**config.mk**
```make
export PLATFORM = sky130hd
export DESIGN_NAME = icl_position
export DESIGN_NICKNAME = d
export VERILOG_FILES = /design/src/rtl/icl_pkg.sv /design/src/rtl/icl_position.sv
export SDC_FILE = /design/constraint.sdc
export NUM_CORES = 2
export LEC_CHECK = 0
export ABC_CLOCK_PERIOD_IN_PS = 7050
export BUFFER_PORTS_ARGS = -buffer_cell sky130_fd_sc_hd__buf_2
export CORE_ASPECT_RATIO = 1.5
export CORE_MARGIN = 2
export CORE_UTILIZATION = 45
export CTS_BUF_LIST = sky130_fd_sc_hd__clkbuf_2
export CTS_CLUSTER_DIAMETER = 50
export DETAILED_ROUTE_END_ITERATION = 16
export MAX_ROUTING_LAYER = met4
export PLACE_DENSITY = 0.68
export SLEW_MARGIN = 5
export SYNTH_ARGS = -nofsm -noshare
export SYNTH_HDL_FRONTEND = slang
export SYNTH_SLANG_ARGS = --single-unit
```
**constraint.sdc**
```tcl
create_clock -name clk -period 7.05 [get_ports clk]
set_clock_uncertainty 0.1 [all_clocks]
set_input_delay 1.41 -clock clk [delete_from_list [all_inputs] [get_ports clk]]
set_output_delay 1.41 -clock clk [all_outputs]
set_load 0.1 [all_outputs]
```
**src/rtl/icl_pkg.sv**
```systemverilog
// shared types and constants for the interpolated cosine lookup
// depends on nothing; imported by every module of the block
package icl_pkg;

    localparam int ANGLE_W = 22;
    localparam int COS_W   = 16;
    localparam int TAB_W   = 32;
    localparam int WGT_W   = 16;
    localparam int R_W     = 31;

    localparam longint unsigned PI_Q30  = 64'd3373259426;
    localparam longint signed   ONE_Q30 = 64'sd1073741824;
    localparam longint unsigned SCALE_R = ((64'd1 << 62) + PI_Q30 / 2) / PI_Q30;

    typedef logic signed [ANGLE_W-1:0] angle_t;
    typedef logic        [ANGLE_W-1:0] mag_t;
    typedef logic signed [COS_W-1:0]   cosine_t;
    typedef logic signed [TAB_W-1:0]   tab_t;
    typedef logic        [WGT_W-1:0]   wgt_t;

    localparam cosine_t COS_MAX = 16'sd16384;

endpackage

```
**src/rtl/icl_position.sv**
```systemverilog
// table position stages: magnitude, scaling multiplies, modulo reduction
// depends on icl_pkg
module icl_position
    import icl_pkg::*;
#(
    parameter int TABLE_ENTRIES = 360,
    parameter int FRACTION_BITS = 16,
    localparam int KW = $clog2(TABLE_ENTRIES)
)
(
    input  logic          clk,
    input  logic          rst_n,
    input  logic          en,
    input  logic          in_valid,
    input  angle_t        angle,
    output logic          pos_valid,
    output logic [KW-1:0] pos_k,
    output logic [KW-1:0] pos_k1,
    output wgt_t          pos_frac
);

    localparam int SH      = FRACTION_BITS + 33;
    localparam int FULL_W  = (66 > SH + KW) ? 66 : SH + KW;
    localparam int MR_W    = (53 > SH + KW) ? 53 : SH + KW;
    localparam longint unsigned SCALE_C = longint'(TABLE_ENTRIES) * SCALE_R;
    localparam logic [ANGLE_W-1:0] C_LO = SCALE_C[ANGLE_W-1:0];
    localparam logic [20:0]        C_HI = SCALE_C[42:ANGLE_W];
    localparam logic [R_W-1:0]     R_K  = SCALE_R[R_W-1:0];
    localparam logic [KW-1:0]      N_K  = KW'(TABLE_ENTRIES);
    localparam logic [KW-1:0]      K_LAST = KW'(TABLE_ENTRIES - 1);

    // stage 1: magnitude
    logic    v1_reg;
    mag_t    mag_reg;
    mag_t    mag_next;

    // stage 2: partial products and turn count
    logic          v2_reg;
    logic [43:0]   p_lo_reg;
    logic [43:0]   p_lo_next;
    logic [42:0]   p_hi_reg;
    logic [42:0]   p_hi_next;
    logic [MR_W-1:0] mr;
    logic [KW-1:0] q_reg;
    logic [KW-1:0] q_next;

    // stage 3: full position and whole-turn offset
    logic            v3_reg;
    logic [FULL_W-1:0] full;
    wgt_t            t3_reg;
    wgt_t            t3_next;
    logic [KW-1:0]   ip_reg;
    logic [KW-1:0]   ip_next;
    logic [KW-1:0]   qn_reg;
    logic [KW-1:0]   qn_next;

    // stage 4: entry pair
    logic          v4_reg;
    wgt_t          t4_reg;
    logic [KW-1:0] k_reg;
    logic [KW-1:0] k_next;
    logic [KW-1:0] k1_reg;
    logic [KW-1:0] k1_next;

    assign mag_next  = angle[ANGLE_W-1] ? (~angle + 1'b1) : angle;

    assign p_lo_next = mag_reg * C_LO;
    assign p_hi_next = mag_reg * C_HI;
    assign mr        = mag_reg * R_K;
    assign q_next    = mr[SH +: KW];

    assign full      = (FULL_W'(p_hi_reg) << ANGLE_W) + FULL_W'(p_lo_reg);
    assign t3_next   = full[FRACTION_BITS + 17 +: WGT_W];
    assign ip_next   = full[SH +: KW];
    assign qn_next   = KW'(q_reg * N_K);

    assign k_next    = ip_reg - qn_reg;
    assign k1_next   = (k_next == K_LAST) ? '0 : k_next + 1'b1;

    always_ff @(posedge clk or negedge rst_n)
    begin
        if (!rst_n)
        begin
            v1_reg <= 1'b0;
            v2_reg <= 1'b0;
            v3_reg <= 1'b0;
            v4_reg <= 1'b0;
        end
        else if (en)
        begin
            v1_reg <= in_valid;
            v2_reg <= v1_reg;
            v3_reg <= v2_reg;
            v4_reg <= v3_reg;
        end
    end

    always_ff @(posedge clk)
    begin
        if (en)
        begin
            mag_reg  <= mag_next;
            p_lo_reg <= p_lo_next;
            p_hi_reg <= p_hi_next;
            q_reg    <= q_next;
            t3_reg   <= t3_next;
            ip_reg   <= ip_next;
            qn_reg   <= qn_next;
            t4_reg   <= t3_reg;
            k_reg    <= k_next;
            k1_reg   <= k1_next;
        end
    end

    assign pos_valid = v4_reg;
    assign pos_k     = k_reg;
    assign pos_k1    = k1_reg;
    assign pos_frac  = t4_reg;

endmodule

```
Word-level counts from Yosys, hierarchy flattened

Cells that the tools add are included.

Add/subtract/negate cells: 4
Multipliers: 4
Eq/ne operators: 1
Bitwise operators: 1
Mux-type cells: 1

Operator list:

| cell                     | number |
|---|---|
| $add A58 B44 Y58         | 1 |
| $mul A22 B31 Y53 const B | 1 |
| $mul A22 B19 Y41 const B | 1 |
| $mul A22 B17 Y36 const B | 1 |
| $add A22 B1 Y22 const B  | 1 |
| $not A22 Y22             | 1 |
| $mux W21                 | 1 |
| $add A9 B1 Y9 const B    | 1 |
| $eq A9 B9 Y1 const B     | 1 |
| $sub A9 B9 Y9            | 1 |
| $mul A4 B6 Y6 const B    | 1 |

Bits of input ports: 26
Register bits after elaboration: 172
Output and inout bits: 35
Word-level logic and storage cells: 26

Logic depth before layout (Yosys ltp)

Depth in word-level cells: 3
Mapped depth: 25
Mapped depth without buffers: 25

Least setup slack after synthesis

Ideal clock, no wire load.

Path kind: register to register
From: register mag_reg[14]
To: register q_reg[3] (data pin)
Period minus slack after synthesis: 6921 ps
Data arrival time: 6556 ps
Data required time: 6685 ps
Path buffers: 0
Path slack: 129 ps
Cell stages (with the launch flop): 24
Setup time: 265 ps
Cells stage by stage: edfxtp_1 -> inv_1 -> ha_1 -> inv_1 -> fa_1 -> fa_1 -> inv_1 -> fa_1 -> inv_1 -> fa_1 -> fa_1 -> inv_1 -> fa_1 -> inv_1 -> ha_1 -> nand4_1 -> nor3_1 -> o2111a_1 -> a222oi_1 -> a311o_1 -> o311ai_1 -> o21ai_1 -> a21oi_1 -> a31oi_1

Longest elaborated chain between the ends: 1

Ends and longest elaborated chain:

| item                   | line                | text |
|---|---|---|
| from (decl)            | icl_position.sv:34  | `mag_t mag_reg;` |
| from (signal assigned) | icl_position.sv:102 | `mag_reg <= mag_next;` |
| $mul A22 B31 Y53       | icl_position.sv:69  | `assign mr = mag_reg * R_K;` |
| named net mr[52]       | icl_position.sv:43  | `logic [MR_W-1:0] mr;` |
| to (signal assigned)   | icl_position.sv:105 | `q_reg <= q_next;` |
| to (decl)              | icl_position.sv:44  | `logic [KW-1:0] q_reg;` |

The timed path passes the listed nets, and every way through them passes these cells.
A chain may end at the register's enable or synchronous reset.

Worst setup path in the final report

From: register mag_reg[21]
To: register q_reg[3] (data pin)

Same word-level chain as after synthesis.

==> run_results.csv <==
group,metric,value,unit
placement,numPortBuffers,60,
route,drtIter0Drc,717,
setup_path,worstPathRequired,7.65,ns
sta,layout_setup_ws,0.1784,ns
sta,setup_viol,0,
cells_and_area,mostFrequentLayoutCells,"inv_1, ha_1, fa_1",
setup_path,rrSetupSlack,0.18,ns
floorplanning,die_h,310.8,um
setup_path,cp.buffers_inverters,6,
setup_path,crit_type,"reg -> reg",
floorplanning,die_area,64810,um2
yosys,ys.flop_type,"edfxtp_1",
yosys,ys_async_sr_fraction,2.614,%
yosys,ys_seq_area_share,16.20,%
yosys,ys_seq_elements,153,
setup_path,crit_family,"adder cells",
setup_path,cp_common_cell,"fa_1",
sta,max_slew_margin,28.77,%
setup_path,cp_cell_sequence,"buf_6 -> ha_4 -> inv_2 -> fa_1 -> inv_1 -> fa_1 -> fa_1 -> inv_1 -> fa_1 -> fa_1 -> inv_1 -> fa_1 -> inv_1 -> ha_1 -> nand4_1 -> nor3_2 -> o2111a_1 -> a222oi_1 -> a311o_2 -> o311ai_4 -> o21ai_2 -> a21oi_2 -> a31oi_4",
route,dr_total_vias,18550,
setup_path,critPathMaxFanout,3,
route,dr.pass1.iters,7,
route,drt_wl_total,87470,um
cells_and_area,largest_reg_flops,36,
worst_hold_path,min_path_type,"in -> async",
floorplanning,io_pins,61,
route,detail-route-antenna-nets,0,
setup_path,critPathSlowestCell,"fa_1",
cells_and_area,area_growth,10.54,%
global_routing,grt_pass1_vias,21000,
yosys,ys_warn_count,0,
clock_network,clock-root-buffer,"clkbuf_2",
yosys,syn-cell-area,28240,um2
clock_network,cts_buffers,17,
setup_path,arrival,7.47,ns
placement,place_ws,-0.1225,ns
global_routing,grt_first_pass_wirelength,130200,um
yosys,syn_inst,2547,
global_routing,grtUsageTotal,29.00,%
clock_network,ctsHoldBuffers,0,
sta,clock.fmax,145.5,MHz
clock_network,clkLatencyLatePin,0.97,ns
yosys,syn-num-nets,3647,
clock_network,htree_levels,4,
floorplanning,start_util,45.48,%
cells_and_area,final_common_cell,"inv_1",
floorplanning,die_w,208.5,um
yosys,synthDistinctLibCells,65,
cells_and_area,n_fill_cell,5620,
run_status,status,"finished clean",
global_routing,grt_max_degree,89,
placement,place_area,30700,um2
flow_run,cap_violations,0,
floorplanning,design.core.area,62080,um2
global_routing,antenna_found_initial,2,
clock_network,ctsLongestPathBuffers,2,
sta,period_minus_slack,6.872,ns
cells_and_area,utilization,50.28,%
setup_path,max_stage_delay,0.56,ns
placement,place.gp.congestion,1.034,
route,avgRoutedWirePerCell,24.29,um
sta,tightest_slew,1.057,ns
cells_and_area,drive_above_1_share,11.14,%
placement,dpl.hpwl,78100,um
sta,finalMaxSlewViolations,0,
clock_network,cts.sink_count,153,
yosys,synth-edff-count,149,
route,viasPerCell,5.151,
global_routing,grt_overflow_total,0,
floorplanning,rows,112,
sta,min_period_over_period,97.47,%
route,remaining_drc_errors,0,
cells_and_area,finish.instance_area,31210,um2
clock_network,clk_pin_slew_worst_paths,0.35,ns
sta,hold_viol_final,0,
clock_network,cts_tree,"yes",
setup_path,endpoint_kind,"flop",
cells_and_area,final_nets,3888,
yosys,syn_avg_cell_area,11.09,um2
setup_path,crit_path_start_kind,"flop",
[cell type report]
type                       count  area [um2]  share of cell area [%]
multi-input combinational   1642       21010                   67.30
sequential                   153        4574                   14.66
inverter                     750        2815                   9.019
timing repair buffer         224        1573                   5.039
tap                          798       998.5                   3.199
clock inverter                15       156.4                  0.5011
clock buffer                  17       85.08                  0.2726
antenna                        2       5.005                 0.01603
[synth_stat cells, types with 3 or more instances]
cell type  count  share of area [%]
a211o_1        4               0.12
a211oi_1       5               0.13
a21o_1        44                1.2
a21oi_1       69                1.2
a31oi_1        5               0.11
a31oi_2        3               0.13
and2_1         4              0.089
and3_1        16               0.35
dfrtp_1        4               0.35
edfxtp_1     149                 16
fa_1         481                 34
ha_1         593                 26
inv_1        750                 10
mux2_2         4               0.16
nand2_1       48               0.64
nand2b_1       3              0.066
nand3_1       31               0.55
nand4_1       21               0.47
nor2_1        47               0.62
nor2b_1        8               0.18
nor3_1        12               0.21
nor4_1         4              0.089
o211ai_1       5               0.13
o21a_1        11               0.29
o21ai_0       28               0.50
o21ai_1        4              0.071
o21ai_2        3              0.093
o21bai_1       9               0.24
o31ai_1        8               0.21
or2_2          3              0.066
or3_1          6               0.13
xnor2_1       86                2.7
xor2_1        35                1.1
[repair_timing]
item | in CTS | in global routing
setup endpoints to repair | 2 | 4
buffers inserted | 2 | 6
resized for setup | 5 | 37
pin swaps | 3 | 27
cloned | 0 | 0
[worst paths after layout]
check                            startpoint  depth (start not counted)     endpoint
min in group clk                  t3_reg[0]                          0  pos_frac[0]
worst max register to register  mag_reg[21]                         23     q_reg[3]
worst min register to register    t3_reg[0]                          0  pos_frac[0]
worst min-delay path                  rst_n                          1       v3_reg
max in group asynchronous             rst_n                          1       v2_reg
worst max-delay path            mag_reg[21]                         23     q_reg[3]
[cells by family (layout without fill, tap and decap cells)]
logic type	Yosys count	in the layout	share of synthesized area [%]
other	0	2	0
xor gates and xnor gates	121	121	3.753
and+or+nand+nor	214	214	3.860
muxes	4	4	0.1595
AOI/OAI and AO/OA	229	229	5.650
DFF	153	153	16.20
buffers and inverters	752	1006	9.997
adders and majority gates	1074	1074	60.38
[metal layers]
| layer | vias up | global-route usage (%) | wire, um | part of all wire, % |
|---|---|---|---|---|
| met3 | 156 | 2.321 | 1856 | 2.1 |
| met5 | - | - | 0 | 0 |
| met2 | 329 | 54.68 | 48580 | 56 |
| met1 | 9462 | 28.82 | 30480 | 35 |
| met4 | 0 | 17.45 | 6551 | 7.5 |
| li1 | 8602 | - | - | - |
[per-stage QoR]
stage | TNS [ns] | instances | hold slack [ns]
3_5_place_dp | -0.1390 | 3559 | 0.3045
3_3_place_gp | -0.09425 | 3559 | 0.3011
2_1_floorplan | 0 | 2547 | 0.3003
5_1_grt | -0.06424 | 3601 | 0.02651
4_1_cts | 0 | 3593 | 0.02270
6_report | 0 | 3601 | 0.1374
Power is left out: the tool's default activity adds up to more than one toggle a clock period on the data nets, which glitch-free logic cannot reach.
